$ cat config.mk
export PLATFORM = sky130hd
export DESIGN_NAME = repeating_timer_table
export DESIGN_NICKNAME = d
export VERILOG_FILES = /design/src/hw/rtl/rtt_pkg.sv /design/src/hw/rtl/rtt_ctrl.sv /design/src/hw/rtl/rtt_datapath.sv /design/src/hw/rtl/repeating_timer_table.sv
export SDC_FILE = /design/constraint.sdc
export NUM_CORES = 2
export LEC_CHECK = 0
export ABC_CLOCK_PERIOD_IN_PS = 31300
export BUFFER_PORTS_ARGS = -buffer_cell sky130_fd_sc_hd__buf_2
export CORE_AREA = 5 5 466 238
export DETAILED_ROUTE_END_ITERATION = 8
export DIE_AREA = 0 0 471 243
export PLACE_DENSITY = 0.68
export RECOVER_POWER = 100
export SKIP_LAST_GASP = 1
export SYNTH_ARGS = -nofsm -noshare
export SYNTH_HDL_FRONTEND = slang
export SYNTH_HIERARCHICAL = 1
export SYNTH_SLANG_ARGS = --single-unit
$ cat constraint.sdc
create_clock -name clk_i -period 31.3 [get_ports clk_i]
set_clock_uncertainty 0.15 [all_clocks]
set_input_delay 1.565 -clock clk_i [delete_from_list [all_inputs] [get_ports clk_i]]
set_output_delay 1.565 -clock clk_i [all_outputs]
set_load 0.02 [all_outputs]
$ cat src/hw/rtl/rtt_pkg.sv
// Shared types and constants for the repeating timer table.
package rtt_pkg;

  localparam int unsigned NumSlotsDefault = 8;

  localparam int unsigned TagW    = 8;
  localparam int unsigned PeriodW = 16;
  localparam int unsigned CountW  = 16;
  localparam int unsigned IdW     = 32;
  localparam int unsigned TimeW   = 32;
  localparam int unsigned FiredW  = 4;

  typedef enum logic [1:0] {
    CMD_ADD     = 2'd0,
    CMD_DEL_TAG = 2'd1,
    CMD_DEL_ID  = 2'd2,
    CMD_TICK    = 2'd3
  } cmd_e;

  typedef enum logic [2:0] {
    KIND_ADDED     = 3'd0,
    KIND_DELETED   = 3'd1,
    KIND_NOT_FOUND = 3'd2,
    KIND_FULL      = 3'd3,
    KIND_FIRED     = 3'd4,
    KIND_TICK_DONE = 3'd5
  } kind_e;

  typedef enum logic [1:0] {
    ST_IDLE,
    ST_ADD,
    ST_WALK,
    ST_DONE
  } state_e;

  typedef struct packed {
    logic [TagW-1:0]    tag;
    logic [PeriodW-1:0] period;
    logic [CountW-1:0]  remaining;
    logic [TimeW-1:0]   run_stamp;
    logic [IdW-1:0]     id;
  } slot_t;

  // Controller to datapath.
  typedef struct packed {
    logic capture;
    logic add_exec;
    logic walk_step;
    logic emit_final;
  } ctrl_cmd_t;

  // Datapath to controller.
  typedef struct packed {
    logic out_free;
    logic head_fire;
    logic walk_last;
  } dp_status_t;

endpackage

$ cat src/hw/rtl/rtt_ctrl.sv
// Sequencing state machine of the repeating timer table.
module rtt_ctrl (
  input  logic                clk_i,
  input  logic                rst_ni,
  input  logic                in_valid_i,
  output logic                in_stall_o,
  input  rtt_pkg::cmd_e       command_i,
  input  rtt_pkg::dp_status_t status_i,
  output rtt_pkg::ctrl_cmd_t  cmd_o
);

  rtt_pkg::state_e state_q, state_d;

  always_ff @(posedge clk_i or negedge rst_ni) begin
    if (!rst_ni) begin
      state_q <= rtt_pkg::ST_IDLE;
    end else begin
      state_q <= state_d;
    end
  end

  always_comb begin
    state_d = state_q;
    unique case (state_q)
      rtt_pkg::ST_IDLE: begin
        if (in_valid_i) begin
          state_d = (command_i == rtt_pkg::CMD_ADD) ? rtt_pkg::ST_ADD : rtt_pkg::ST_WALK;
        end
      end
      rtt_pkg::ST_ADD: begin
        if (status_i.out_free) begin
          state_d = rtt_pkg::ST_IDLE;
        end
      end
      rtt_pkg::ST_WALK: begin
        if ((status_i.out_free || !status_i.head_fire) && status_i.walk_last) begin
          state_d = rtt_pkg::ST_DONE;
        end
      end
      rtt_pkg::ST_DONE: begin
        if (status_i.out_free) begin
          state_d = rtt_pkg::ST_IDLE;
        end
      end
      default: state_d = rtt_pkg::ST_IDLE;
    endcase
  end

  always_comb begin
    cmd_o      = '0;
    in_stall_o = 1'b1;
    unique case (state_q)
      rtt_pkg::ST_IDLE: begin
        in_stall_o    = 1'b0;
        cmd_o.capture = in_valid_i;
      end
      rtt_pkg::ST_ADD:  cmd_o.add_exec   = status_i.out_free;
      // hold the walk only when the head fires and the output is blocked
      rtt_pkg::ST_WALK: cmd_o.walk_step  = status_i.out_free || !status_i.head_fire;
      rtt_pkg::ST_DONE: cmd_o.emit_final = status_i.out_free;
      default: in_stall_o = 1'b1;
    endcase
  end

endmodule

$ cat src/hw/rtl/rtt_datapath.sv
// Slot ring, request registers and result register of the timer table.
module rtt_datapath #(
  parameter int unsigned NUM_SLOTS = rtt_pkg::NumSlotsDefault
) (
  input  logic                        clk_i,
  input  logic                        rst_ni,
  input  rtt_pkg::ctrl_cmd_t          cmd_i,
  output rtt_pkg::dp_status_t         status_o,
  input  rtt_pkg::cmd_e               command_i,
  input  logic [rtt_pkg::TagW-1:0]    action_tag_i,
  input  logic [rtt_pkg::PeriodW-1:0] period_i,
  input  logic [rtt_pkg::CountW-1:0]  repeat_count_i,
  input  logic [rtt_pkg::IdW-1:0]     timer_id_i,
  input  logic [rtt_pkg::TimeW-1:0]   now_i,
  output logic                        out_valid_o,
  input  logic                        out_stall_i,
  output logic [2:0]                  kind_o,
  output logic [rtt_pkg::IdW-1:0]     out_id_o,
  output logic [rtt_pkg::TagW-1:0]    out_tag_o,
  output logic [rtt_pkg::FiredW-1:0]  fired_count_o,
  output logic                        last_o
);

  localparam int unsigned CntW = (NUM_SLOTS > 1) ? $clog2(NUM_SLOTS) : 1;

  // Slot storage: index 0 is the head, lower index is newer.
  rtt_pkg::slot_t          slot_q [NUM_SLOTS];
  rtt_pkg::slot_t          slot_d [NUM_SLOTS];
  logic [NUM_SLOTS-1:0]    valid_q, valid_d;
  logic [NUM_SLOTS-1:0]    pre_full;

  // Request registers.
  rtt_pkg::cmd_e               cmd_q;
  logic [rtt_pkg::TagW-1:0]    tag_q;
  logic [rtt_pkg::PeriodW-1:0] period_q;
  logic [rtt_pkg::CountW-1:0]  rep_q;
  logic [rtt_pkg::IdW-1:0]     tid_q;
  logic [rtt_pkg::TimeW-1:0]   now_q;

  logic [rtt_pkg::IdW-1:0]    next_id_q;
  logic [CntW-1:0]            cnt_q;
  logic [rtt_pkg::FiredW-1:0] fired_q;
  logic                       found_q;

  // Result register.
  logic                       out_valid_q;
  rtt_pkg::kind_e             out_kind_q, out_kind_d;
  logic [rtt_pkg::IdW-1:0]    out_id_q, out_id_d;
  logic [rtt_pkg::TagW-1:0]   out_tag_q, out_tag_d;
  logic [rtt_pkg::FiredW-1:0] out_cnt_q, out_cnt_d;
  logic                       out_last_q, out_last_d;
  logic                       out_load, out_free;

  logic                       full, is_tick, head_fire, head_hit, head_keep;
  logic [rtt_pkg::TimeW-1:0]  elapsed;
  rtt_pkg::slot_t             head_mod, new_slot;

  assign full    = &valid_q;
  assign is_tick = (cmd_q == rtt_pkg::CMD_TICK);
  assign elapsed = now_q - slot_q[0].run_stamp;

  assign head_fire = is_tick && valid_q[0] &&
                     (elapsed >= {{(rtt_pkg::TimeW-rtt_pkg::PeriodW){1'b0}}, slot_q[0].period});
  assign head_hit  = !is_tick && valid_q[0] && !found_q &&
                     ((cmd_q == rtt_pkg::CMD_DEL_TAG) ? (slot_q[0].tag == tag_q)
                                                      : (slot_q[0].id == tid_q));

  // Update the head as it leaves for the tail of the ring.
  always_comb begin
    head_mod  = slot_q[0];
    head_keep = valid_q[0] && !head_hit;
    if (head_fire) begin
      if (slot_q[0].remaining == rtt_pkg::CountW'(1)) begin
        head_keep = 1'b0;
      end else begin
        head_mod.run_stamp = now_q;
        if (slot_q[0].remaining != '0) begin
          head_mod.remaining = slot_q[0].remaining - rtt_pkg::CountW'(1);
        end
      end
    end
  end

  always_comb begin
    new_slot.tag       = tag_q;
    new_slot.period    = period_q;
    new_slot.remaining = rep_q;
    new_slot.run_stamp = now_q;
    new_slot.id        = next_id_q;
  end

  // A slot shifts on add only while every newer slot is occupied.
  always_comb begin
    pre_full[0] = 1'b1;
    for (int i = 1; i < NUM_SLOTS; i++) begin
      pre_full[i] = pre_full[i-1] & valid_q[i-1];
    end
  end

  always_comb begin
    slot_d  = slot_q;
    valid_d = valid_q;
    if (cmd_i.add_exec && !full) begin
      slot_d[0]  = new_slot;
      valid_d[0] = 1'b1;
      for (int i = 1; i < NUM_SLOTS; i++) begin
        if (pre_full[i]) begin
          slot_d[i]  = slot_q[i-1];
          valid_d[i] = valid_q[i-1];
        end
      end
    end else if (cmd_i.walk_step) begin
      for (int i = 0; i < NUM_SLOTS - 1; i++) begin
        slot_d[i]  = slot_q[i+1];
        valid_d[i] = valid_q[i+1];
      end
      slot_d[NUM_SLOTS-1]  = head_mod;
      valid_d[NUM_SLOTS-1] = head_keep;
    end
  end

  always_ff @(posedge clk_i) begin
    slot_q <= slot_d;
  end

  always_ff @(posedge clk_i or negedge rst_ni) begin
    if (!rst_ni) begin
      valid_q <= '0;
    end else begin
      valid_q <= valid_d;
    end
  end

  always_ff @(posedge clk_i) begin
    if (cmd_i.capture) begin
      cmd_q    <= command_i;
      tag_q    <= action_tag_i;
      period_q <= period_i;
      rep_q    <= repeat_count_i;
      tid_q    <= timer_id_i;
      now_q    <= now_i;
    end
  end

  always_ff @(posedge clk_i or negedge rst_ni) begin
    if (!rst_ni) begin
      next_id_q <= '0;
      cnt_q     <= '0;
      fired_q   <= '0;
      found_q   <= 1'b0;
    end else begin
      if (cmd_i.add_exec && !full) begin
        next_id_q <= next_id_q + rtt_pkg::IdW'(1);
      end
      if (cmd_i.capture) begin
        cnt_q   <= '0;
        fired_q <= '0;
        found_q <= 1'b0;
      end else if (cmd_i.walk_step) begin
        cnt_q <= cnt_q + CntW'(1);
        if (head_fire) begin
          fired_q <= fired_q + rtt_pkg::FiredW'(1);
        end
        if (head_hit) begin
          found_q <= 1'b1;
        end
      end
    end
  end

  // Result register: loads when empty or when its request is taken.
  assign out_free = !out_valid_q || !out_stall_i;
  assign out_load = cmd_i.add_exec || (cmd_i.walk_step && head_fire) || cmd_i.emit_final;

  always_comb begin
    out_kind_d = rtt_pkg::KIND_FIRED;
    out_id_d   = '0;
    out_tag_d  = '0;
    out_cnt_d  = '0;
    out_last_d = 1'b1;
    priority if (cmd_i.add_exec) begin
      out_kind_d = full ? rtt_pkg::KIND_FULL : rtt_pkg::KIND_ADDED;
      out_id_d   = full ? '0 : next_id_q;
    end else if (cmd_i.emit_final) begin
      if (is_tick) begin
        out_kind_d = rtt_pkg::KIND_TICK_DONE;
        out_cnt_d  = fired_q;
      end else begin
        out_kind_d = found_q ? rtt_pkg::KIND_DELETED : rtt_pkg::KIND_NOT_FOUND;
      end
    end else begin
      out_id_d   = slot_q[0].id;
      out_tag_d  = slot_q[0].tag;
      out_last_d = 1'b0;
    end
  end

  always_ff @(posedge clk_i or negedge rst_ni) begin
    if (!rst_ni) begin
      out_valid_q <= 1'b0;
    end else if (out_load) begin
      out_valid_q <= 1'b1;
    end else if (!out_stall_i) begin
      out_valid_q <= 1'b0;
    end
  end

  always_ff @(posedge clk_i) begin
    if (out_load) begin
      out_kind_q <= out_kind_d;
      out_id_q   <= out_id_d;
      out_tag_q  <= out_tag_d;
      out_cnt_q  <= out_cnt_d;
      out_last_q <= out_last_d;
    end
  end

  assign status_o.out_free  = out_free;
  assign status_o.head_fire = head_fire;
  assign status_o.walk_last = (cnt_q == CntW'(NUM_SLOTS - 1));

  assign out_valid_o   = out_valid_q;
  assign kind_o        = out_kind_q;
  assign out_id_o      = out_id_q;
  assign out_tag_o     = out_tag_q;
  assign fired_count_o = out_cnt_q;
  assign last_o        = out_last_q;

endmodule

$ cat src/hw/rtl/repeating_timer_table.sv
// Top level of the repeating timer table: controller plus slot datapath.
// Add: the new slot is written, or the table reports full, once the result register is free.
// Delete and tick: the final result is registered after the walk, once the result register
// is free; the slot ring turns one slot per cycle past the head compare/fire logic and
// holds while a fired result is blocked.
// One request is in work at a time; in_stall_o is low only between requests.
// Reset clears the valid bits, the id counter, the state machine and the result valid.
module repeating_timer_table #(
  parameter int unsigned NUM_SLOTS = rtt_pkg::NumSlotsDefault
) (
  input  logic                        clk_i,
  input  logic                        rst_ni,
  // request channel
  input  logic                        in_valid_i,
  output logic                        in_stall_o,
  input  logic [1:0]                  command_i,
  input  logic [rtt_pkg::TagW-1:0]    action_tag_i,
  input  logic [rtt_pkg::PeriodW-1:0] period_i,
  input  logic [rtt_pkg::CountW-1:0]  repeat_count_i,
  input  logic [rtt_pkg::IdW-1:0]     timer_id_i,
  input  logic [rtt_pkg::TimeW-1:0]   now_i,
  // result channel
  output logic                        out_valid_o,
  input  logic                        out_stall_i,
  output logic [2:0]                  kind_o,
  output logic [rtt_pkg::IdW-1:0]     out_id_o,
  output logic [rtt_pkg::TagW-1:0]    out_tag_o,
  output logic [rtt_pkg::FiredW-1:0]  fired_count_o,
  output logic                        last_o
);

  rtt_pkg::ctrl_cmd_t  ctrl_cmd;
  rtt_pkg::dp_status_t dp_status;
  rtt_pkg::cmd_e       command;

  assign command = rtt_pkg::cmd_e'(command_i);

  // Controller: idle -> add or walk -> final result -> idle.
  rtt_ctrl u_ctrl (
    .clk_i      (clk_i),
    .rst_ni     (rst_ni),
    .in_valid_i (in_valid_i),
    .in_stall_o (in_stall_o),
    .command_i  (command),
    .status_i   (dp_status),
    .cmd_o      (ctrl_cmd)
  );

  // Datapath: slots kept newest first with holes allowed; a walk rotates
  // the whole ring once so every slot returns to its place.
  rtt_datapath #(
    .NUM_SLOTS (NUM_SLOTS)
  ) u_datapath (
    .clk_i          (clk_i),
    .rst_ni         (rst_ni),
    .cmd_i          (ctrl_cmd),
    .status_o       (dp_status),
    .command_i      (command),
    .action_tag_i   (action_tag_i),
    .period_i       (period_i),
    .repeat_count_i (repeat_count_i),
    .timer_id_i     (timer_id_i),
    .now_i          (now_i),
    .out_valid_o    (out_valid_o),
    .out_stall_i    (out_stall_i),
    .kind_o         (kind_o),
    .out_id_o       (out_id_o),
    .out_tag_o      (out_tag_o),
    .fired_count_o  (fired_count_o),
    .last_o         (last_o)
  );

endmodule

=== Word-level counts from Yosys, hierarchy flattened ===
Index checks and enable logic that the tools add are counted.

* Bits in registers: 1037
* Input bits: 110
* Output and inout port bits: 50
* Logic and storage cells: 193

* Add/subtract/negate cells: 5
* Order comparisons: 1
* Eq/ne operators: 20
* Muxes and demuxes: 53
* Bitwise logic cells: 8
* Reduce and logical (&&, ||, !) cells: 41

{| class="wikitable"
|+ Operators by type and width
! operator !! count
|-
| 2-to-1 mux 832 bit || 2
|-
| 2-to-1 mux 104 bit || 7
|-
| 2-to-1 mux 32 bit || 3
|-
| 2-to-1 mux 48 bit || 2
|-
| adder 32 x 1 -> 32 bit, second input constant || 1
|-
| equality test 32 bit || 1
|-
| >= comparator 32 x 16 -> 1 bit || 1
|-
| subtractor 32 bit || 1
|-
| 2-to-1 mux 1 bit || 21
|-
| != test 2 x 1 -> 1 bit, second input constant || 10
|-
| AND reduction 2 bit || 9
|-
| equality test 16 x 1 -> 1 bit, second input constant || 1
|-
| 2-to-1 mux 16 bit || 1
|-
| 2-to-1 mux 8 bit || 2
|-
| nonzero test 16 bit || 1
|-
| subtractor 16 x 1 -> 16 bit, second input constant || 1
|-
| 2-to-1 mux 3 bit || 5
|-
| 2-to-1 mux 2 bit || 6
|-
| 2-to-1 mux 4 bit || 3
|-
| logical AND 1 bit || 9
|-
| equality test 8 bit || 1
|-
| AND reduction 8 bit || 1
|-
| nonzero test 2 bit || 4
|-
| zero test 1 bit || 7
|-
| 14 further kinds || 28
|}

=== Longest topological paths before layout ===
* Depth in word-level cells: 11
* Gate-level depth with buffers: 30
* Gate-level depth less buffers: 28

=== By module ===
The synthesis kept the hierarchy.

{| class="wikitable"
|+ By module, submodules not included
! module !! times used !! cells each !! area each (um2) !! sequential area each (um2)
|-
| rtt_datapath || 1 || 4468 || 46239.3 || 30834.6
|-
| rtt_ctrl || 1 || 16 || 131.4 || 50.0
|}

=== Worst setup path after synthesis ===
No wires, ideal clock.

* Path type: input-to-reg
* Start point: input port out_stall_i
* End point: register u_datapath.valid_q[5]
* Setup time: 0.181 ns
* Data arrival time: 18.832 ns
* Required time: 30.969 ns
* Path slack: 12.137 ns
* Stages: 10
* Buffers on the path: 2
* Path through: nand2_1 -> buf_4 -> nand2_1 -> nor2_1 -> clkbuf_1 -> o21ai_1 -> o31ai_1 -> a21boi_0 -> o21ai_0 -> o21ai_0

{| class="wikitable"
|+ RTL lines
! item !! line !! source
|-
| start, declared || repeating_timer_table.sv:24 || <nowiki>input logic out_stall_i,</nowiki>
|-
| end signal, assigned || rtt_datapath.sv:130 || <nowiki>valid_q <= valid_d;</nowiki>
|-
| end, declared || rtt_datapath.sv:29 || <nowiki>logic [NUM_SLOTS-1:0] valid_q, valid_d;</nowiki>
|}

==> flow_summary.yaml <==
status:
  violations: "max-capacitance violations, max-slew violations"
  status: "finished, violations left"
power_and_ir_drop:
  power.total_mw: 5.94
  power_leakage_nw: 21.3
  vdd_drop_max_mv: 0.117
  powerDensity_mw_per_mm2: 117
timing:
  min_period_ns: 17.69
  setup_violations: 0
  maxSlewViolCount: 2812
  hold_viol_final: 0
  finalCritPeriodShare_pct: 56.5
  fmax_ghz: 0.0565
  worst_pin_slew_ns: 10.44
  final.setup.tns_ns: 0
  fin_hold_ws_ns: 0.346
  slew_headroom_pct: -596
  rsz0062_at_grt: "false"
floorplanning:
  core_sq_mm: 0.107
  die-area_sq_mm: 0.114
  die_w_um: 471
  ios: 160
  initial_utilization_pct: 43.5
  die_h_um: 243
  rows: 85
synthesis:
  syn_inst: 4484
  ys_seq_area_share_pct: 66.6
  syn_nets: 4648
  synthesis.area_sq_mm: 0.0464
  synth-seq-cells: 1037
  synth_area_leaders: "edfxtp_1 (64%), nand2_1 (19%), dfrtp_1 (2.8%)"
  yosys_warnings: 6
  synth.distinct_cells: 81
  synth_top_cell_area_share_pct: 63.9
  synthFlopType: "edfxtp_1"
  synth_edf_count: 986
  avgSynthCellArea_sq_um: 10.3
  async_flop_share_pct: 4.92
  yosysTopAreaCell: "edfxtp_1"
finish:
  drive_gt1_share_pct: 5.19
  nNetsFinal: 4697
  areaGrowthSynthToFinish_pct: 10.0
  finish.utilization_pct: 47.9
clock_network:
  path_clk_slew_ns: 0.07
  numCtsBuffers: 89
  post_cts_buffers: 0
  cts_max_path_buffers: 3
  root_buffer: "clkbuf_16"
  htree_levels: 3
  cts_resized: 0
  cts_tree: "yes"
  cts_sinks: 1037
  hold_buffers: 0
  clkLatencyLatePin_ns: 0.70
critical_path:
  critPathMaxFanout: 242
  crit_slowest_cell: "clkbuf_1"
  crit_chain: "clkbuf_1, nand2_1, nand2_1, nor2_1, clkbuf_1, o21ai_0, clkbuf_1, nand2_1, clkbuf_1"
  ff2ff_setup_slack_ns: 13.65
  max_stage_delay_ns: 6.89
  start_kind: "input port"
  worstPathArrival_ns: 17.44
  critPathMostFrequentCell: "clkbuf_1"
  worstPathRequired_ns: 31.05
  end_kind: "register"
  critical_path_class: "input port to register"
place:
  dp_hpwl_mm: 73.7
  gp_congestion: 0.882
  io_buffers: 159
min_path:
  hp-class: "register to register"
route:
  first_iter_violations: 4371
  vias: 32300
  ant_nets: 0
  drc: 0
  via_per_inst: 5.35
  first_pass_iters: 6
  drt_wl_total_mm: 117
  wl_per_cell_um: 19.4
global_routing:
  gr-total-overflow: 0
  antenna_found_initial: 5
  grt_max_degree: 265
  grt.total_usage_pct: 20.0
  grt_first_pass_wirelength_mm: 180
  grt_pass1_vias: 29800
run:
  maxCapViolCount: 34
-- flip-flops by register name, summed over array words and instances (netlist names), 2 cells and up --
name / count
u_ctrl/state_q: 2
u_datapath/out_id_o: 32
u_datapath/head_mod: 56
u_datapath/tag_q: 8
u_datapath/rep_q: 16
u_datapath/slot_q: 776
u_datapath/fired_q: 4
u_datapath/next_id_q: 32
u_datapath/cnt_q: 3
u_datapath/out_tag_o: 8
u_datapath/valid_q: 8
u_datapath/now_q: 32
u_datapath/kind_o: 3
u_datapath/tid_q: 32
u_datapath/cmd_q: 2
u_datapath/fired_count_o: 4
u_datapath/period_q: 16
-- through the flow --
step / setup slack [ns] / cells / instance area [sq um]
floorplan: 12.14 / 4484 / 46400
global placement: 23.45 / 5877 / 48500
detailed placement: 23.37 / 5877 / 48500
CTS: 23.33 / 6039 / 51400
global route: 11.81 / 6040 / 51000
finish: 13.61 / 6041 / 51000
-- critical path, delay by kind of cell --
family	cells	cell delay (ns)
buffers and inverters	4	9.05
and+or+nand+nor	4	6.41
AOI/OAI and AO/OA	1	0.24
-- where the power goes --
part / total (mW) / internal [mW] / switching (mW) / leakage, nW
registers: 3.05 / 2.67 / 0.387 / 10.6
clock network: 1.15 / 0.625 / 0.521 / 1.44
logic: 1.74 / 0.519 / 1.23 / 9.26
-- layer usage --
metal / GRT usage, % / vias to the layer above / share of wire (%)
met2: 26.2 / 1394 / 39
met3: 4.94 / 133 / 9.9
met5: 0 / - / 0
li1: - / 15300 / -
met1: 32.6 / 15500 / 49
met4: 4.64 / 0 / 1.8
-- placed cells by master (no fill, tap or decap), types with 6 or more instances in the layout --
master,n
clkinv_2,15
xor2_1,49
clkbuf_16,89
a21oi_1,79
nand4_1,37
dfrtp_1,51
o21ai_0,96
o31ai_1,44
buf_2,75
inv_1,72
nor2_1,90
or3_1,9
and3_1,6
and2_0,9
ha_1,53
a41oi_1,31
nor4_1,18
nand2_1,2356
o21ai_1,6
nor3_1,19
xnor2_1,41
or4_1,12
mux2i_1,8
bufinv_16,10
and2_1,6
o211ai_1,10
nor2b_1,7
clkinv_1,13
a21oi_2,7
nand2b_1,6
a21o_1,12
and4_1,6
nand3_1,22
a31oi_1,14
clkbuf_1,133
edfxtp_1,986
-- synth_stat cells (all sizes together) (41+ instances only) --
| library cell | count |
|---|---|
| edfxtp | 986 |
| o31ai | 46 |
| ha | 53 |
| clkbuf | 211 |
| dfrtp | 51 |
| xor2 | 49 |
| nand2 | 2357 |
| o21ai | 102 |
| xnor2 | 41 |
| nor2 | 91 |
| inv | 73 |
| a21oi | 86 |
-- path summary, 6_finish.rpt --
check / startpoint / endpoint / depth (start not counted)
max in group asynchronous: rst_ni / u_datapath/next_id_q[28] / 2
max reg2reg: u_datapath/valid_q[0] / u_datapath/head_mod[22] / 7
min in group asynchronous: rst_ni / u_datapath/next_id_q[7] / 2
min: u_datapath/next_id_q[30] / u_datapath/next_id_q[30] / 1
max: out_stall_i / u_datapath/head_mod[22] / 9
min reg2reg: u_datapath/next_id_q[30] / u_datapath/next_id_q[30] / 1
-- logic make-up after synthesis --
| family | share of synthesized area [%] |
|---|---|
| adder cells (fa/ha/maj) | 1.47 |
| AO/OA/AOI/OAI | 5.12 |
| XOR/XNOR | 1.70 |
| AND/OR/NAND/NOR | 22.2 |
| buffers and inverters | 2.68 |
| multiplexers | 0.221 |
| flip-flops | 66.6 |
-- area by class of cell --
| cell class | instances | area [sq um] |
|---|---|---|
| Fill cell | 9704 | 55500 |
| Sequential cell | 1037 | 30900 |
| Multi-Input combinational cell | 3135 | 14200 |
| Clock buffer | 110 | 2360 |
| Tap cell | 1435 | 1800 |
| Timing Repair Buffer | 197 | 852 |
| Clock inverter | 52 | 606 |
| Inverter | 73 | 275 |
| Antenna cell | 2 | 5.00 |
Power figures use the tool's default switching activity.
